<file path="config.mk">
export PLATFORM = sky130hd
export DESIGN_NAME = b2b_fifo
export DESIGN_NICKNAME = d
export VERILOG_FILES = /design/src/design/b2b_fifo.sv
export SDC_FILE = /design/constraint.sdc
export NUM_CORES = 1
export LEC_CHECK = 0
export BUFFER_PORTS_ARGS = -buffer_cell sky130_fd_sc_hd__buf_4
export CAP_MARGIN = 40
export CORE_MARGIN = 4
export CORE_UTILIZATION = 30
export DETAILED_ROUTE_END_ITERATION = 6
export SETUP_SLACK_MARGIN = 0.5
export SLEW_MARGIN = 30
export SYNTH_ARGS = -nofsm -noshare
export SYNTH_HDL_FRONTEND = slang
export SYNTH_SLANG_ARGS = --single-unit
</file>
<file path="constraint.sdc">
create_clock -name clk -period 1.3 [get_ports clk]
set_input_delay 0.26 -clock clk [delete_from_list [all_inputs] [get_ports clk]]
set_output_delay 0.26 -clock clk [all_outputs]
set_load 0.02 [all_outputs]
</file>
<file path="src/design/b2b_fifo.sv">
// Small register queue used between the engine stages.
`default_nettype none
module b2b_fifo #(
    parameter int unsigned WIDTH = 8,
    parameter int unsigned DEPTH = 2
) (
    input  wire logic             clk,
    input  wire logic             rst_n,
    input  wire logic             wr_en,
    input  wire logic [WIDTH-1:0] wr_data,
    output logic                  full,
    input  wire logic             rd_en,
    output logic [WIDTH-1:0]      rd_data,
    output logic                  empty
);
    localparam int unsigned AW = (DEPTH > 1) ? $clog2(DEPTH) : 1;
    localparam int unsigned CW = $clog2(DEPTH + 1);

    logic [WIDTH-1:0] mem_reg [DEPTH];
    logic [AW-1:0]    wr_ptr_reg, wr_ptr_next;
    logic [AW-1:0]    rd_ptr_reg, rd_ptr_next;
    logic [CW-1:0]    count_reg, count_next;
    logic             do_wr, do_rd;

    assign full    = (count_reg == CW'(DEPTH));
    assign empty   = (count_reg == '0);
    assign do_wr   = wr_en && !full;
    assign do_rd   = rd_en && !empty;
    assign rd_data = mem_reg[rd_ptr_reg];

    // Pointer and fill count update
    always_comb
    begin
        wr_ptr_next = wr_ptr_reg;
        rd_ptr_next = rd_ptr_reg;
        count_next  = count_reg;
        if (do_wr)
        begin
            wr_ptr_next = (wr_ptr_reg == AW'(DEPTH - 1)) ? '0 : wr_ptr_reg + 1'b1;
        end
        if (do_rd)
        begin
            rd_ptr_next = (rd_ptr_reg == AW'(DEPTH - 1)) ? '0 : rd_ptr_reg + 1'b1;
        end
        if (do_wr && !do_rd)
        begin
            count_next = count_reg + 1'b1;
        end
        else if (do_rd && !do_wr)
        begin
            count_next = count_reg - 1'b1;
        end
    end

    always_ff @(posedge clk or negedge rst_n)
    begin
        if (!rst_n)
        begin
            wr_ptr_reg <= '0;
            rd_ptr_reg <= '0;
            count_reg  <= '0;
        end
        else
        begin
            wr_ptr_reg <= wr_ptr_next;
            rd_ptr_reg <= rd_ptr_next;
            count_reg  <= count_next;
        end
    end

    // Storage
    always_ff @(posedge clk)
    begin
        if (do_wr)
        begin
            mem_reg[wr_ptr_reg] <= wr_data;
        end
    end

endmodule
`default_nettype wire

</file>
# Word-level counts from Yosys, hierarchy flattened
# Memories as Yosys holds them, arrays and structs flattened.
# Index checks and enable logic that the tools add are counted.
totals:
  regBits: 4
  latch_bits: 0
  ram_bits: 16
  mem_bits_ro: 0
  inputBits: 12
  output_inout_bits: 10
  word_cells: 25
  n_memories: 1
mem_list:
  columns: ["memory", "words", "width", "read_ports", "rd_clocked_by_memory_dff", "wr", "line", "rtl"]
  rows:
  - ["mem_reg", 2, 8, 1, 0, 1, "19", "logic [WIDTH-1:0] mem_reg [DEPTH];"]
classes:
  n_addsub: 4
  mul: 0
  n_div: 0
  magnitude_cmp: 0
  n_eq_ne: 1
  shift: 0
  n_mux: 6
  bitwise: 0
  reduce_logical: 10
op_table:
  columns: ["operator", "count"]
  rows:
  - ["$logic_and 1x1->1", 4]
  - ["$logic_not 1->1", 4]
  - ["$mux 1", 4]
  - ["$mux 2", 2]
  - ["$add 1x1->1 const B", 2]
  - ["$add 2x1->2 const B", 1]
  - ["$eq 2x2->1 const B", 1]
  - ["$logic_not 2->1", 1]
  - ["$reduce_bool 2->1", 1]
  - ["$sub 2x1->2 const B", 1]

# Logic depth before layout (Yosys ltp)
# Gate-level depths: netlist (run 1).
depth:
  ltp_word: 7
  ltp_mapped: 7

# Worst setup path before layout (run 1)
# No wires, ideal clock.
synth_path:
  path_type: "reg2reg"
  from: "register count_reg[0]"
  to: "memory mem_reg[0][0] (enable)"
  setup_time_ps: 370
  arrival_time_ps: 1022
  required_time_ps: 930
  path_slack_ps: -92
  stages_incl_launch_ff: 4
  path_buffers: 0
  path_cell_list: "dfrtp_1 > nand2b_1 > nand2_2 > nor2_1"
synth_between:
  elab_chain_cells: 5
synth_lines:
  columns: ["item", "line", "rtl"]
  rows:
  - ["start: declaration", "22", "logic [CW-1:0] count_reg, count_next;"]
  - ["start signal: assignment", "67", "count_reg <= count_next;"]
  - ["$eq 2x2->1", "25", "assign full = (count_reg == CW'(DEPTH));"]
  - ["$logic_not 1->1", "27", "assign do_wr = wr_en && !full;"]
  - ["$logic_and 1x1->1", "27", null]
  - ["$mux 1", "74", "if (do_wr)"]
  - ["$mux 1 (implied by the code)", "76", "mem_reg[wr_ptr_reg] <= wr_data;"]
  - ["end: declaration", "19", null]
# No other way between the ends.

# Worst setup path after layout (run 1)
layout_path:
  from: "register rd_ptr_reg"
  to: "output port rd_data[0]"
layout_between:
  elab_chain_cells: 1
layout_lines:
  columns: ["item", "line", "rtl"]
  rows:
  - ["start: declaration", "21", "logic [AW-1:0] rd_ptr_reg, rd_ptr_next;"]
  - ["start signal: assignment", "66", "rd_ptr_reg <= rd_ptr_next;"]
  - ["$mem_v2 2x8", null, null]
  - ["end: declaration", "13", "output logic [WIDTH-1:0] rd_data,"]
# No other way between the ends.

==> summary.md, run 1 <==
| Metric | Value |
|---|---|
| Status | finished, violations left |
| Failing checks | setup timing |
| Crit-path max cell delay | 0.42 ns |
| GRT Util Overall | 0.0894 |
| Crit path buffers/inverters | 2 |
| Via count | 493 |
| Drt pass-1 iters | 1 |
| Area delta synth->final | 70.1% |
| Arrival time worst endpoint | 1.29 ns |
| Largest register FFs | 16 |
| Top cells by count, synth | edfxtp_1, mux2_1, dfrtp_1 |
| Multi-input combinational cell area | 290 sq um |
| Drt wl/cell | 12.6 microns |
| Post-route insts no fill | 113 |
| Worst hold-check path type | in2reg |
| Uppermost routed layer | met4 |
| Post-synth top area cell | edfxtp_1 |
| Die X | 59.1 microns |
| Number of max-cap violations | 0 |
| FF+latch area | 582 sq um |
| Slew headroom | 0.858 |
| Met1 wire length | 514 microns |
| Fillcell total | 218 |
| Global-route wire length before repair | 2230 microns |
| Startpoint Class | flip-flop |
| Chip height | 59.1 microns |
| DP HPWL | 994 microns |
| Post-synth top area share | 0.614 |
| Worst Max-Slew Pin Slew | 0.213 ns |
| Setup Skew | 0.00492 ns |
| Clk Latency, worst-skew pair | 0.29 ns |
| Leakage | 0.000571 uW |
| Final hold violation count | 0 |
| Pins Over Slew Limit | 0 |
| Die ar. | 3490 sq um |
| Pwr/cell area | 2440 nW/um^2 |
| Root Buffer | clkbuf_4 |
| Post-Syn Instances | 44 |
| Post-Route WL | 1420 microns |
| Clock sink count | 20 |
| Total gr overflow | 0 |
| Routed Antenna Nets | 0 |
| Post-Syn Area | 782 sq um |
| Total negative slack | -2.01 ns |
| Port bufs | 21 |
| CTS Buf Count | 3 |
| YS warnings | 0 |
| Worst setup EP type | primary output |
| Starting density of the core | 0.316 |
| Main flop type after synthesis | edfxtp_1 |
| Worst Setup Path Type | reg2out |
| Final period util | 1.19 |
| Max IR drop VDD | 1.55 mV |
| Crit-path leading delay family | flip-flops |
| Finished layout cell area | 1330 sq um |
| # nets final | 97 |
| Final setup fails | 11 |
| Dominant cell by count in the synthesized netlist | edfxtp_1 |
| RSZ-0062 raised after global routing | yes |
| Vias/cell | 4.36 |
| Clock period minus final worst setup slack | 1.55 ns |
| GP Congestion | 0.631 |
| Layout cells sized above 1 | 0.723 |
| Max frequency | 647 MHz |
| Routed wl met2 | 769 microns |
| Avg Inst Size Synth | 17.8 sq um |
| EDFF count, synth | 16 |
| Pin count of the biggest net entering global routing | 13 |
| Worst EP required | 1.04 ns |
| Initial DRC count | 0 |
| Syn nets | 57 |
| Vias in the first global route | 558 |
| Maximum buffer depth of the clock tree | 2 |
| CP cell instances | buf_6 -> mux2_4 -> buf_6 |
| Setup WS post-layout | -0.247 ns |
| Initial antenna violation count | 0 |
| Ys async rst share | 0.200 |
| IO Count | 22 |
| CTS tree | built |
| # DRC | 0 |
| Clock transition at path regs | 0.11 ns |
| Inst Count DP | 100 |
| Antenna cells | 0 |
| Synth cell types | 15 |
| FP Rows | 18 |
| CP Max Fanout | 6 |
| H-Tree Depth | 1 |
| Flops & latches, synth | 20 |
| Register area share after synthesis | 0.742 |
| Most used cell along the critical path | buf_6 |
| Core box area | 2480 sq um |
| Placed Area | 1080 sq um |
| Detail Route met3 WL | 105 microns |
| Synth top area cells | edfxtp_1, dfrtp_1, mux2_1 |
| Crit-path slowest cell | dfrtp_1 |
logic make-up after synthesis:
family,after synthesis,synth area share
AO/OA/AOI/OAI,1,0.00639
XOR/XNOR,5,0.0656
adder cells (fa/ha/maj),1,0.0160
buffers and inverters,3,0.0160
flip-flops,20,0.742
multiplexers,8,0.115
AND/OR/NAND/NOR,6,0.0384
cell type report:
class | instances | area share
clock buffers | 3 | 0.0169
clock inverters | 1 | 0.0226
inverters | 2 | 0.00564
multi-input cells | 21 | 0.218
flip-flops and latches | 20 | 0.437
well taps | 30 | 0.0282
repair buffers | 36 | 0.271
path summary, 6_finish.rpt:
check / slack [ns] / cells after the start / to / startpoint
hold / removal: 0.14 / 1 / mem_reg[1][5] / wr_data[5]
hold reg to reg: 0.59 / 1 / wr_ptr_reg / wr_ptr_reg
max in group asynchronous: 0.90 / 2 / count_reg[1] / rst_n
setup / recovery: -0.25 / 3 / rd_data[0] / rd_ptr_reg
min in group asynchronous: 0.29 / 2 / wr_ptr_reg / rst_n
setup reg to reg: -0.07 / 7 / count_reg[1] / count_reg[0]
per-stage QoR:
stage / util / power, uW / hold WS [ns] / setup slack, ns
2_1_floorplan: - / 1790 / -0.0356 / -0.000695
3_3_place_gp: 0.435 / 2220 / 0.0611 / -0.0157
3_5_place_dp: 0.435 / 2230 / 0.0604 / -0.0467
4_1_cts: 0.523 / 3160 / 0.134 / -0.265
5_1_grt: 0.537 / 3410 / 0.123 / -0.309
6_report: 0.537 / 3240 / 0.145 / -0.247
timing repair:
item,4_1_cts,5_1_grt
setup buffers,7,1
hold buffers,1,0
resized for setup,26,5
pin swaps,4,3
endpoints found under the setup margin,30,30
endpoints found under the hold margin,4,0
layer usage:
layer  GRT usage  up-vias
met5           0        -
met4      0.0485        0
met3      0.0218        4
met2       0.170       18
met1      0.0867      235
li1            -      236
where the power goes:
group / leakage, uW / total [uW] / internal (uW) / switching, uW
Combinational: 0.000349 / 1720 / 1030 / 683
Clock: 0.0000279 / 490 / 311 / 179
Sequential: 0.000194 / 1030 / 898 / 133
cells in the final DEF (no fill, tap or decap):
cell           instances
and3_4                 1
buf_12                 1
buf_4                 14
buf_6                 20
bufinv_16              1
clkbuf_4               3
dfrtp_1                3
dfrtp_2                1
dlygate4sd3_1          1
edfxtp_1              16
ha_4                   1
inv_2                  2
mux2_4                 8
nand2_4                1
nand2b_4               1
nor2_1                 1
nor2_4                 2
o21ai_4                1
xnor2_2                3
xor2_1                 2
Note: power is estimated with default switching activity, not from simulation.
==> run 2: changes to the inputs <==
CORE_UTILIZATION = 25   (was 30)
TNS_END_PERCENT = 5   (was not set)
==> run 2 against run 1 <==
  * The run still ends with setup timing left
  * Clock skew grew 0.0023 ns
  * Largest power group unchanged
  * Utilization shrank 12 points
  * Critical endpoint is now rd_data[3]
  * Total power shrank 12%
==> summary.md, run 2 (synthesized netlist as in run 1, its figures left out) <==
| Metric | Value |
|---|---|
| Status | finished, violations left |
| Failing checks | setup timing |
| Initial antenna violation count | 0 |
| Area delta synth->final | 59.5% |
| Clock transition at path regs | 0.11 ns |
| Final setup fails | 11 |
| Largest register FFs | 16 |
| Post-Route WL | 1490 microns |
| Drt wl/cell | 11.9 microns |
| Layout cells sized above 1 | 0.654 |
| IO Count | 22 |
| Antenna cells | 0 |
| Beginning of the critical path | rd_ptr_reg |
| FP Rows | 20 |
| # nets final | 95 |
| Worst EP required | 1.04 ns |
| Clock sink count | 20 |
| Die X | 63.9 microns |
| FF-to-FF Start | count_reg[1] |
| Global-route wire length before repair | 2440 microns |
| Worst Setup Path Type | reg2out |
| RSZ-0062 raised after global routing | yes |
| Crit-path max cell delay | 0.43 ns |
| Startpoint Class | flip-flop |
| Part of the power in the clock network | 0.124 |
| H-Tree Depth | 1 |
| Arrival time worst endpoint | 1.28 ns |
| Vias in the first global route | 546 |
| Reg power frac | 0.354 |
| Total Power | 2840 uW |
| Finished layout cell area | 1250 sq um |
| Crit-path slowest cell | dfrtp_2 |
| Via count | 472 |
| Clock period minus final worst setup slack | 1.54 ns |
| Reg2reg end | count_reg[1] |
| Initial DRC count | 6 |
| Total gr overflow | 0 |
| Crit-path leading delay family | flip-flops |
| Die ar. | 4090 sq um |
| Port bufs | 21 |
| Max IR drop VDD | 0.826 mV |
| Crit path buffers/inverters | 2 |
| CP Max Fanout | 5 |
| CTS Buf Count | 3 |
| Slew headroom | 0.866 |
| Final period util | 1.19 |
| Pwr/cell area | 2270 nW/um^2 |
| Clk Latency, worst-skew pair | 0.29 ns |
| Chip height | 63.9 microns |
| Setup WS post-layout | -0.243 ns |
| Pins Over Slew Limit | 0 |
| Drt pass-1 iters | 3 |
| Pin count of the biggest net entering global routing | 12 |
| Sw power | 902 uW |
| Worst Max-Slew Pin Slew | 0.201 ns |
| GP Congestion | 0.678 |
| Logic gate share of total power | 0.523 |
| Leakage | 0.000528 uW |
| Core box area | 3030 sq um |
| Setup Skew | 0.00717 ns |
| Fillcell total | 291 |
| Number of max-cap violations | 0 |
| Placed Area | 1090 sq um |
| Maximum buffer depth of the clock tree | 2 |
| Root Buffer | clkbuf_4 |
| Setup slack after placement | -0.0650 ns |
| GRT Util Overall | 0.0788 |
| Internal power | 1930 uW |
| Post-route insts no fill | 125 |
| Inst Count DP | 118 |
| Most used cell along the critical path | buf_6 |
| DP HPWL | 1120 microns |
| Worst hold-check path type | in2reg |
| # DRC | 0 |
| Starting density of the core | 0.258 |
| Max frequency | 648 MHz |
| Net Sw Frac | 0.318 |
| Worst setup EP type | primary output |
| Final hold violation count | 0 |
| Total negative slack | -2.04 ns |
| Vias/cell | 3.78 |
| Number of stages on the worst setup path | 3 |
| CP cell instances | buf_6 -> mux2_4 -> buf_6 |
| Routed Antenna Nets | 0 |
| Worst r2r path cells | 5 |
| R2r setup slk | -0.03 ns |
| Most frequent cells in the layout | buf_4, edfxtp_1, buf_6, mux2_4 |
| Worst setup endpoint | rd_data[3] |
| CTS tree | built |
==> run 2: stage by stage <==
stage / hold slack, ns / utilization
global route: 0.122 / 0.412
CTS: 0.135 / 0.412
global placement: 0.0585 / 0.362
detailed placement: 0.0603 / 0.362
floorplan: -0.0356 / -
finish: 0.146 / 0.412
==> run 2: final cells by class <==
cell class                      instances  area [sq um]  area share
Clock buffer                            4          36.3      0.0291
Timing Repair Buffer                   34           330       0.265
Inverter                                2          7.51     0.00602
Multi-Input combinational cell         21           236       0.190
Tap cell                               44          55.1      0.0441
Sequential cell                        20           582       0.466
==> run 2: power by group through the flow <==
stage               clock network (uW)  registers, uW  logic [uW]
global placement                     0           1040        1110
detailed placement                   0           1050        1140
CTS                                368           1000        1510
finish                             350           1000        1480
global route                       402           1020        1580
floorplan                            0            988         652
==> run 2: what timing repair did <==
item                                    in CTS  in global routing
setup buffers                                2                  0
endpoints found under the hold margin        4                  0
hold buffers                                 1                  0
resized for setup                           27                  0
endpoints found under the setup margin      30                 30
pin swaps                                    2                  2
==> run 2: worst min path at each step <==
stage                    end        from  cells after the start  slack (ns)
2_1_floorplan   count_reg[0]       rst_n                      0       -0.04
4_1_cts        mem_reg[0][1]  wr_data[1]                      1        0.14
5_1_grt        mem_reg[0][5]  wr_data[5]                      1        0.12
3_5_place_dp      wr_ptr_reg       rst_n                      1        0.06
3_3_place_gp      wr_ptr_reg       rst_n                      1        0.06
6_report       mem_reg[0][1]  wr_data[1]                      1        0.15
==> run 2: layer usage <==
layer | GRT usage | wire length (microns)
met2 | 0.143 | 812
met4 | 0.0404 | 12
met1 | 0.0808 | 564
met5 | 0 | 0
met3 | 0.0228 | 103
