--- config.mk ---
export PLATFORM = sky130hd
export DESIGN_NAME = b2b_front
export DESIGN_NICKNAME = d
export VERILOG_FILES = /design/src/design/b2b_pkg.sv /design/src/design/b2b_front.sv
export SDC_FILE = /design/constraint.sdc
export NUM_CORES = 1
export LEC_CHECK = 0
export ABC_AREA = 0
export BUFFER_PORTS_ARGS = -buffer_cell sky130_fd_sc_hd__clkbuf_2
export CAP_MARGIN = 10
export CELL_PAD_IN_SITES_DETAIL_PLACEMENT = 1
export CELL_PAD_IN_SITES_GLOBAL_PLACEMENT = 1
export CORE_MARGIN = 4
export CORE_UTILIZATION = 10
export DETAILED_ROUTE_END_ITERATION = 6
export GPL_ROUTABILITY_DRIVEN = 0
export PLACE_DENSITY = 0.91
export SLEW_MARGIN = 20
export SYNTH_ARGS = -nofsm -noshare
export SYNTH_HDL_FRONTEND = slang
export SYNTH_SLANG_ARGS = --single-unit
--- constraint.sdc ---
create_clock -name vclk -period 1.1
set_input_delay 0.22 -clock vclk [all_inputs]
set_output_delay 0.22 -clock vclk [all_outputs]
set_load 0.01 [all_outputs]
--- src/design/b2b_pkg.sv ---
// Shared types, constants and helper functions of the BLAKE2b hash engine.
`default_nettype none
package b2b_pkg;

    // Item handed from the front end to the compression back end
    typedef struct packed {
        logic [63:0] word;
        logic [3:0]  count;
        logic        last;
        logic        err;
    } cmd_t;

    // Result item
    typedef struct packed {
        logic [63:0] digest;
        logic        last;
        logic        err;
    } res_t;

    // Configuration register indexes
    typedef enum logic [2:0] {
        CFG_DIGEST_LEN    = 3'd0,
        CFG_KEY_LEN       = 3'd1,
        CFG_SALT_LOW      = 3'd2,
        CFG_SALT_HIGH     = 3'd3,
        CFG_PERSONAL_LOW  = 3'd4,
        CFG_PERSONAL_HIGH = 3'd5
    } cfg_idx_t;

    // Working vector indexes of one G function
    typedef struct packed {
        logic [3:0] a;
        logic [3:0] b;
        logic [3:0] c;
        logic [3:0] d;
    } g_idx_t;

    localparam logic [63:0] IV [0:7] = '{
        64'h6a09e667f3bcc908, 64'hbb67ae8584caa73b,
        64'h3c6ef372fe94f82b, 64'ha54ff53a5f1d36f1,
        64'h510e527fade682d1, 64'h9b05688c2b3e6c1f,
        64'h1f83d9abfb41bd6b, 64'h5be0cd19137e2179
    };

    localparam logic [3:0] SIGMA [0:9][0:15] = '{
        '{4'd0, 4'd1, 4'd2, 4'd3, 4'd4, 4'd5, 4'd6, 4'd7,
          4'd8, 4'd9, 4'd10, 4'd11, 4'd12, 4'd13, 4'd14, 4'd15},
        '{4'd14, 4'd10, 4'd4, 4'd8, 4'd9, 4'd15, 4'd13, 4'd6,
          4'd1, 4'd12, 4'd0, 4'd2, 4'd11, 4'd7, 4'd5, 4'd3},
        '{4'd11, 4'd8, 4'd12, 4'd0, 4'd5, 4'd2, 4'd15, 4'd13,
          4'd10, 4'd14, 4'd3, 4'd6, 4'd7, 4'd1, 4'd9, 4'd4},
        '{4'd7, 4'd9, 4'd3, 4'd1, 4'd13, 4'd12, 4'd11, 4'd14,
          4'd2, 4'd6, 4'd5, 4'd10, 4'd4, 4'd0, 4'd15, 4'd8},
        '{4'd9, 4'd0, 4'd5, 4'd7, 4'd2, 4'd4, 4'd10, 4'd15,
          4'd14, 4'd1, 4'd11, 4'd12, 4'd6, 4'd8, 4'd3, 4'd13},
        '{4'd2, 4'd12, 4'd6, 4'd10, 4'd0, 4'd11, 4'd8, 4'd3,
          4'd4, 4'd13, 4'd7, 4'd5, 4'd15, 4'd14, 4'd1, 4'd9},
        '{4'd12, 4'd5, 4'd1, 4'd15, 4'd14, 4'd13, 4'd4, 4'd10,
          4'd0, 4'd7, 4'd6, 4'd3, 4'd9, 4'd2, 4'd8, 4'd11},
        '{4'd13, 4'd11, 4'd7, 4'd14, 4'd12, 4'd1, 4'd3, 4'd9,
          4'd5, 4'd0, 4'd15, 4'd4, 4'd8, 4'd6, 4'd2, 4'd10},
        '{4'd6, 4'd15, 4'd14, 4'd9, 4'd11, 4'd3, 4'd0, 4'd8,
          4'd12, 4'd2, 4'd13, 4'd7, 4'd1, 4'd4, 4'd10, 4'd5},
        '{4'd10, 4'd2, 4'd8, 4'd4, 4'd7, 4'd6, 4'd1, 4'd5,
          4'd15, 4'd11, 4'd9, 4'd14, 4'd3, 4'd12, 4'd13, 4'd0}
    };

    localparam int unsigned ROUNDS = 12;
    localparam logic [7:0] BLOCK_BYTES = 8'd128;

    // Column and diagonal index sets of the eight G steps in a round
    function automatic g_idx_t g_index(input logic [2:0] g);
        g_idx_t r;
        unique case (g)
            3'd0: r = '{4'd0, 4'd4, 4'd8,  4'd12};
            3'd1: r = '{4'd1, 4'd5, 4'd9,  4'd13};
            3'd2: r = '{4'd2, 4'd6, 4'd10, 4'd14};
            3'd3: r = '{4'd3, 4'd7, 4'd11, 4'd15};
            3'd4: r = '{4'd0, 4'd5, 4'd10, 4'd15};
            3'd5: r = '{4'd1, 4'd6, 4'd11, 4'd12};
            3'd6: r = '{4'd2, 4'd7, 4'd8,  4'd13};
            3'd7: r = '{4'd3, 4'd4, 4'd9,  4'd14};
            default: r = '0;
        endcase
        return r;
    endfunction

    // Rotate right by a constant amount
    function automatic logic [63:0] rotr(input logic [63:0] x, input int unsigned n);
        return (x >> n) | (x << (64 - n));
    endfunction

    // Keep the low bytes below cnt, zero the rest
    function automatic logic [63:0] keep_bytes(input logic [63:0] x, input logic [3:0] cnt);
        logic [63:0] r;
        r = x;
        for (int i = 0; i < 8; i++)
        begin
            if (4'(i) >= cnt)
            begin
                r[8*i +: 8] = 8'h00;
            end
        end
        return r;
    endfunction

endpackage
`default_nettype wire

--- src/design/b2b_front.sv ---
// Front end: classifies each input item and cleans its payload.
`default_nettype none
module b2b_front (
    input  wire logic [63:0] data_word,
    input  wire logic [3:0]  byte_count,
    input  wire logic        last_word,
    output b2b_pkg::cmd_t    cmd
);
    logic [3:0] cnt;

    // Counts above eight mean a full word
    assign cnt = (byte_count > 4'd8) ? 4'd8 : byte_count;

    always_comb
    begin
        cmd.count = cnt;
        cmd.last  = last_word;
        // short word in the middle of a message is rejected
        cmd.err   = !last_word && (cnt != 4'd8);
        cmd.word  = b2b_pkg::keep_bytes(data_word, cnt);
    end

endmodule
`default_nettype wire

# Word level (Yosys, flattened, before mapping)
# Index checks and enable logic that the tools add are counted.
# op_classes
n_lt_le_gt_ge	9
reduce_logical	2
n_mux	9
n_eq_ne	1
# op_table
op	count
$mux W8	8
$ge A3 B4 Y1 const A	4
$ge A1 B4 Y1 const A	2
$ge A2 B4 Y1 const A	2
$gt A4 B4 Y1 const B	1
$mux W4	1
$ne A4 B4 Y1 const B	1
$logic_and A1 B1 Y1	1
$logic_not A1 Y1	1
# word_totals
word_cells	21
regBits	0
input_bits	69
output_inout_bits	70

# Logic depth before layout (Yosys ltp)
# Gate-level depths: netlist (run 1).
# logic_depth
ltp_word	4
depth_mapped	3
ltp_nobuf	2

# Least setup slack after synthesis (run 1)
# OpenSTA, ideal clock, no wires.
# synth_path
kind	input-to-output
start	input byte_count[3]
end	output cmd[10] in the netlist's numbering
path_stages	3
n_path_buf	1
arrival_time_ps	936
setup_slack_ps	-56
required_ps	880
path_cell_list	buf_2 -> nor4_4 -> nor2b_1
# synth_lines
item	line	text
start: declaration	b2b_front.sv:5	input wire logic [3:0] byte_count,
end: declaration	b2b_front.sv:7	output b2b_pkg::cmd_t cmd

==> results.sh, run 1 <==
export IMPL_synth_area_leader_cell="nor2b_1"
export IMPL_synth_distinct_cells=14
export IMPL_yosysWarnings=0
export IMPL_vias_per_cell=3.73
export IMPL_ys_seq_area_share_pct=0
export IMPL_power_density_nw_per_um2=412
export IMPL_syn_area_per_cell_um2=6.56
export IMPL_start_util_pct=10.3
export IMPL_num_rows=26
export IMPL_worst_ep_required_time_ns=0.88
export IMPL_cp_cell_sequence="clkbuf_16 > nor4_4 > buf_6 > nor2b_1 > clkbuf_2"
export IMPL_startpoint="byte_count[0]"
export IMPL_finalSetupViolations=56
export IMPL_seq_area_um2=0
export IMPL_port_buffers=139
export IMPL_fillCellCount=669
export IMPL_outcome="finished, violations left"
export IMPL_cp_slowest_stage_delay_ns=0.28
export IMPL_fmax_mhz=830
export IMPL_grt_overflow=0
export IMPL_startpoint_type="primary input"
export IMPL_hpwlAfterDp_mm=3.21
export IMPL_grt_max_degree=9
export IMPL_critical_path_arrival_ns=0.98
export IMPL_post_route_period_util_pct=110
export IMPL_critPathSlowestCell="nor4_4"
export IMPL_fin_area_um2=1680
export IMPL_utilization_pct=32.7
export IMPL_hold_viol_final=0
export IMPL_syn_nets=150
export IMPL_fp_dieH_um=80.9
export IMPL_final_setup_tns_ns=-1.97
export IMPL_cp_max_fo=8
export IMPL_drv_cap=0
export IMPL_postLayoutSetupSlackWorst_ns=-0.105
export IMPL_synth_area_um2=532
export IMPL_seq_cell_count=0
export IMPL_dr_total_vias=1105
export IMPL_clockBufferCount=0
export IMPL_core_area_um2=5140
export IMPL_hold_depth=2
export IMPL_violations="negative setup slack"
export IMPL_rsz0062_at_grt="true"
export IMPL_drive_gt1_share_pct=75.2
export IMPL_firstDrtPassIters=2
export IMPL_synth_area_top_cells="nor2b_1 60%, a21boi_1 11%, and2_1 9.4%, nor4_4 4.0%, a211oi_2 2.4%"
export IMPL_crit_type="primary input to primary output"
export IMPL_yosysTopAreaCellShare_pct=60.0
export IMPL_min_from="last_word"
export IMPL_synth_cells=81
export IMPL_grt_total_usage_pct=9.74
export IMPL_wl_mm=3.65
export IMPL_nNetsFinal=297
export IMPL_peakVddDrop_uv=179
export IMPL_grt_first_pass_wirelength_mm=5.29
export IMPL_antenna_found_initial=0
export IMPL_p_leak_nw=0.941
export IMPL_wl_per_cell_um=12.3
export IMPL_slew_viol_final=0
export IMPL_syn2layout_area_growth_pct=216
export IMPL_min_period_ns=1.20
export IMPL_tightest_slew_ns=0.299
export IMPL_drtIter0Drc=1
export IMPL_critPathCaptureType="primary output"
export IMPL_hold_path_class="primary input to primary output"
export IMPL_dp_slack_ns=-0.292
export IMPL_num_io_pins=139
export IMPL_drc=0
export IMPL_grt_pass1_vias=1152
export IMPL_die_w_um=80.9
export IMPL_diodes=0
export IMPL_synthTopCellsByCount="51 x nor2b_1, 8 x a21boi_1, 8 x and2_1"
export IMPL_place_area_um2=1330
export IMPL_dieArea_um2=6550
export IMPL_synth_most_common_cell="nor2b_1"
export IMPL_drtAntennaViolNets=0
export IMPL_max_slew_margin_pct=80.1
-- through the flow --
stage / hold WS (ns) / power (W) / cells
2_1_floorplan: 0.483 / 0.000250 / 81
3_3_place_gp: 0.644 / 0.000539 / 289
3_5_place_dp: 0.653 / 0.000556 / 289
4_1_cts: 0.663 / 0.000631 / 293
5_1_grt: 0.693 / 0.000755 / 296
6_report: 0.688 / 0.000693 / 296
-- final cells by class --
class	count	area, µm²	share of cell area [%]
inverter	1	3.75	0.224
multi-input combinational	75	603	35.9
tap	70	87.6	5.22
timing repair buffer	150	985	58.6
-- routing by layer --
| metal | global-route usage, % | wire [µm] | up-vias |
|---|---|---|---|
| li1 | - | - | 545 |
| met1 | 10.0 | 1260 | 476 |
| met2 | 19.6 | 1880 | 84 |
| met3 | 2.99 | 507 | 0 |
| met4 | 1.01 | 0 | 0 |
| met5 | 0 | 0 | - |
-- cells in the final DEF, fill, tap and decap left out --
cell and instances:
nor3_4 1, a21oi_4 1, nor2b_1 47, buf_2 5
a211oi_4 1, buf_12 2, inv_1 1, a31oi_4 1
clkbuf_2 119, nor2_4 2, o21ai_4 1, nor2b_4 2
nor2b_2 2, buf_4 2, nor4_4 1, buf_6 17
and2_4 8, buf_8 1, a21boi_1 8, clkbuf_16 3
buf_16 1
-- cells by family (layout without fill, tap and decap cells) --
logic type | count (synthesis) | count (layout) | share of synthesized area [%]
buffers and inverters | 6 | 151 | 5.41
AND/OR/NAND/NOR | 63 | 63 | 76.7
AO/OA/AOI/OAI | 12 | 12 | 17.9
-- worst paths after layout --
check / endpoint / slack [ns]
max: cmd[6] / -0.10
min: cmd[1] / 0.69
-- report_power, final --
part / internal [W] / total (W) / switching [W]
registers: 0 / 0 / 0
logic: 0.000387 / 0.000693 / 0.000306
clock network: 0 / 0 / 0
total: 0.000387 / 0.000693 / 0.000306
-- timing repair --
| action | in CTS | in global routing |
|---|---|---|
| hold buffers | 0 | 0 |
| gates resized for setup | 23 | 49 |
| setup buffers | 3 | 3 |
| pin swaps | 10 | 6 |
| gates cloned | 1 | 0 |
| endpoints found under the setup margin | 67 | 67 |
-- critical path: cells and delay by family --
family	cells	cell delay, ns
buffers and inverters	3	0.43
AND/OR/NAND/NOR	2	0.33
(Power assumes the default switching activity.)
==> run 2: changes to the inputs <==
--- a/config.mk
+++ b/config.mk
@@ -15,6 +15,7 @@
 export DETAILED_ROUTE_END_ITERATION = 6
 export GPL_ROUTABILITY_DRIVEN = 0
 export PLACE_DENSITY = 0.91
+export SETUP_SLACK_MARGIN = 0.3
 export SLEW_MARGIN = 20
 export SYNTH_ARGS = -nofsm -noshare
 export SYNTH_HDL_FRONTEND = slang
==> run 2 against run 1 <==
  * The run still ends with negative setup slack left
  * First-iteration DRC count rose to 10 times the previous value
  * Critical path depth rose by 1
  * Cell count did not move
  * Routed wire length rose by 7.2%
  * Sequential share of layout area did not move
  * Count of clock-buffer cells in the layout did not move
  * Die area did not move
  * Combinational power rose by 12%
  * Worst hold slack got worse by 0.0054 ns
  * Global-route usage fell by 0.93 points
  * Flip-flop and latch count did not move
  * Final area rose by 11%
  * Largest power group unchanged
==> results.sh, run 2 (synthesis gave the netlist of run 1 again) <==
export IMPL_critical_path_arrival_ns=1.04
export IMPL_critPathCaptureType="primary output"
export IMPL_fin_cells=296
export IMPL_clockBufferCount=0
export IMPL_core_area_um2=5140
export IMPL_drc=0
export IMPL_wl_per_cell_um=13.2
export IMPL_mostFrequentLayoutCells="101 x clkbuf_2, 37 x nor2b_1, 26 x buf_6"
export IMPL_dp_cells=289
export IMPL_violations="negative setup slack"
export IMPL_min_period_ns=1.26
export IMPL_slew_viol_final=0
export IMPL_crit_type="primary input to primary output"
export IMPL_p_leak_nw=1.02
export IMPL_hold_path_class="primary input to primary output"
export IMPL_finalSetupViolations=53
export IMPL_rsz0062_at_grt="true"
export IMPL_p_total_w=0.000777
export IMPL_antenna_found_initial=0
export IMPL_wl_mm=3.91
export IMPL_place_area_um2=1440
export IMPL_drtIter0Drc=10
export IMPL_fp_dieH_um=80.9
export IMPL_worst_ep_required_time_ns=0.88
export IMPL_seq_area_um2=0
export IMPL_drtAntennaViolNets=0
export IMPL_grt_total_usage_pct=8.81
export IMPL_postLayoutSetupSlackWorst_ns=-0.161
export IMPL_num_rows=26
export IMPL_dieArea_um2=6550
export IMPL_firstDrtPassIters=2
export IMPL_layout_commonest_cell="clkbuf_2"
export IMPL_grt_pass1_vias=1170
export IMPL_grt_first_pass_wirelength_mm=4.86
export IMPL_port_buffers=139
export IMPL_grt_max_degree=11
export IMPL_fin_area_um2=1860
export IMPL_die_w_um=80.9
export IMPL_multiInputGateArea_um2=701
export IMPL_nNetsFinal=297
export IMPL_drive_gt1_share_pct=83.6
export IMPL_startpoint_type="primary input"
export IMPL_power_density_nw_per_um2=418
export IMPL_vias_per_cell=3.88
export IMPL_hold_viol_final=0
export IMPL_start_util_pct=10.3
export IMPL_fmax_mhz=793
export IMPL_dr_total_vias=1147
export IMPL_drv_cap=0
export IMPL_diodes=0
export IMPL_peakVddDrop_uv=106
export IMPL_post_route_period_util_pct=115
export IMPL_fillCellCount=651
export IMPL_outcome="finished, violations left"
export IMPL_seq_cell_count=0
export IMPL_hpwlAfterDp_mm=3.15
export IMPL_tightest_slew_ns=0.351
export IMPL_grt_overflow=0
export IMPL_cp_max_fo=8
export IMPL_max_slew_margin_pct=76.5
export IMPL_utilization_pct=36.2
export IMPL_num_io_pins=139
export IMPL_syn2layout_area_growth_pct=250
run 2: cell types whose count changed in the layout (fill, tap and decap cells not counted), sizes merged:
| cell | change |
|---|---|
| clkinvlp | +1 |
| inv | -1 |
| buf | +16 |
| clkbuf | -16 |
run 2: final timing paths:
kind,from,endpoint,slack (ns),cells past startpoint
max,byte_count[3],cmd[17],-0.16,6
min,last_word,cmd[1],0.68,2
run 2: repair_timing:
action,CTS,global route
hold buffers,0,0
setup buffers,3,3
pin swaps,3,5
endpoints found under the hold margin,0,0
setup endpoints to repair,69,68
cloned,0,1
gates resized for setup,21,76
run 2: metrics by stage:
step	setup slack (ns)	TNS [ns]	hold WS [ns]
2_1_floorplan	0.0404	0	0.463
3_3_place_gp	-0.247	-12.19	0.674
3_5_place_dp	-0.287	-13.93	0.679
4_1_cts	-0.154	-5.35	0.682
5_1_grt	-0.198	-8.21	0.702
6_report	-0.161	-5.32	0.683
run 2: area by class of cell:
cell class	instances	area share, %
inverter	1	0.403
tap	70	4.71
multi-input combinational	75	37.7
timing repair buffer	150	57.2
run 2: critical path, cell delays in order:
cell,delay (ns)
clkbuf_16,0.14
buf_8,0.13
nor3_4,0.19
buf_12,0.18
nor2b_4,0.05
buf_6,0.11
run 2: power breakdown:
| group | total [W] | switching [W] | internal, W |
|---|---|---|---|
| clock network | 0 | 0 | 0 |
| logic | 0.000777 | 0.000331 | 0.000446 |
| registers | 0 | 0 | 0 |
| total | 0.000777 | 0.000331 | 0.000446 |
run 2: layer usage:
layer	up-vias	part of all wire, %	track usage (%)
li1	545	-	-
met1	532	28	7.98
met2	70	62	20.4
met3	0	9.9	1.44
met4	0	0	0
met5	-	0	0
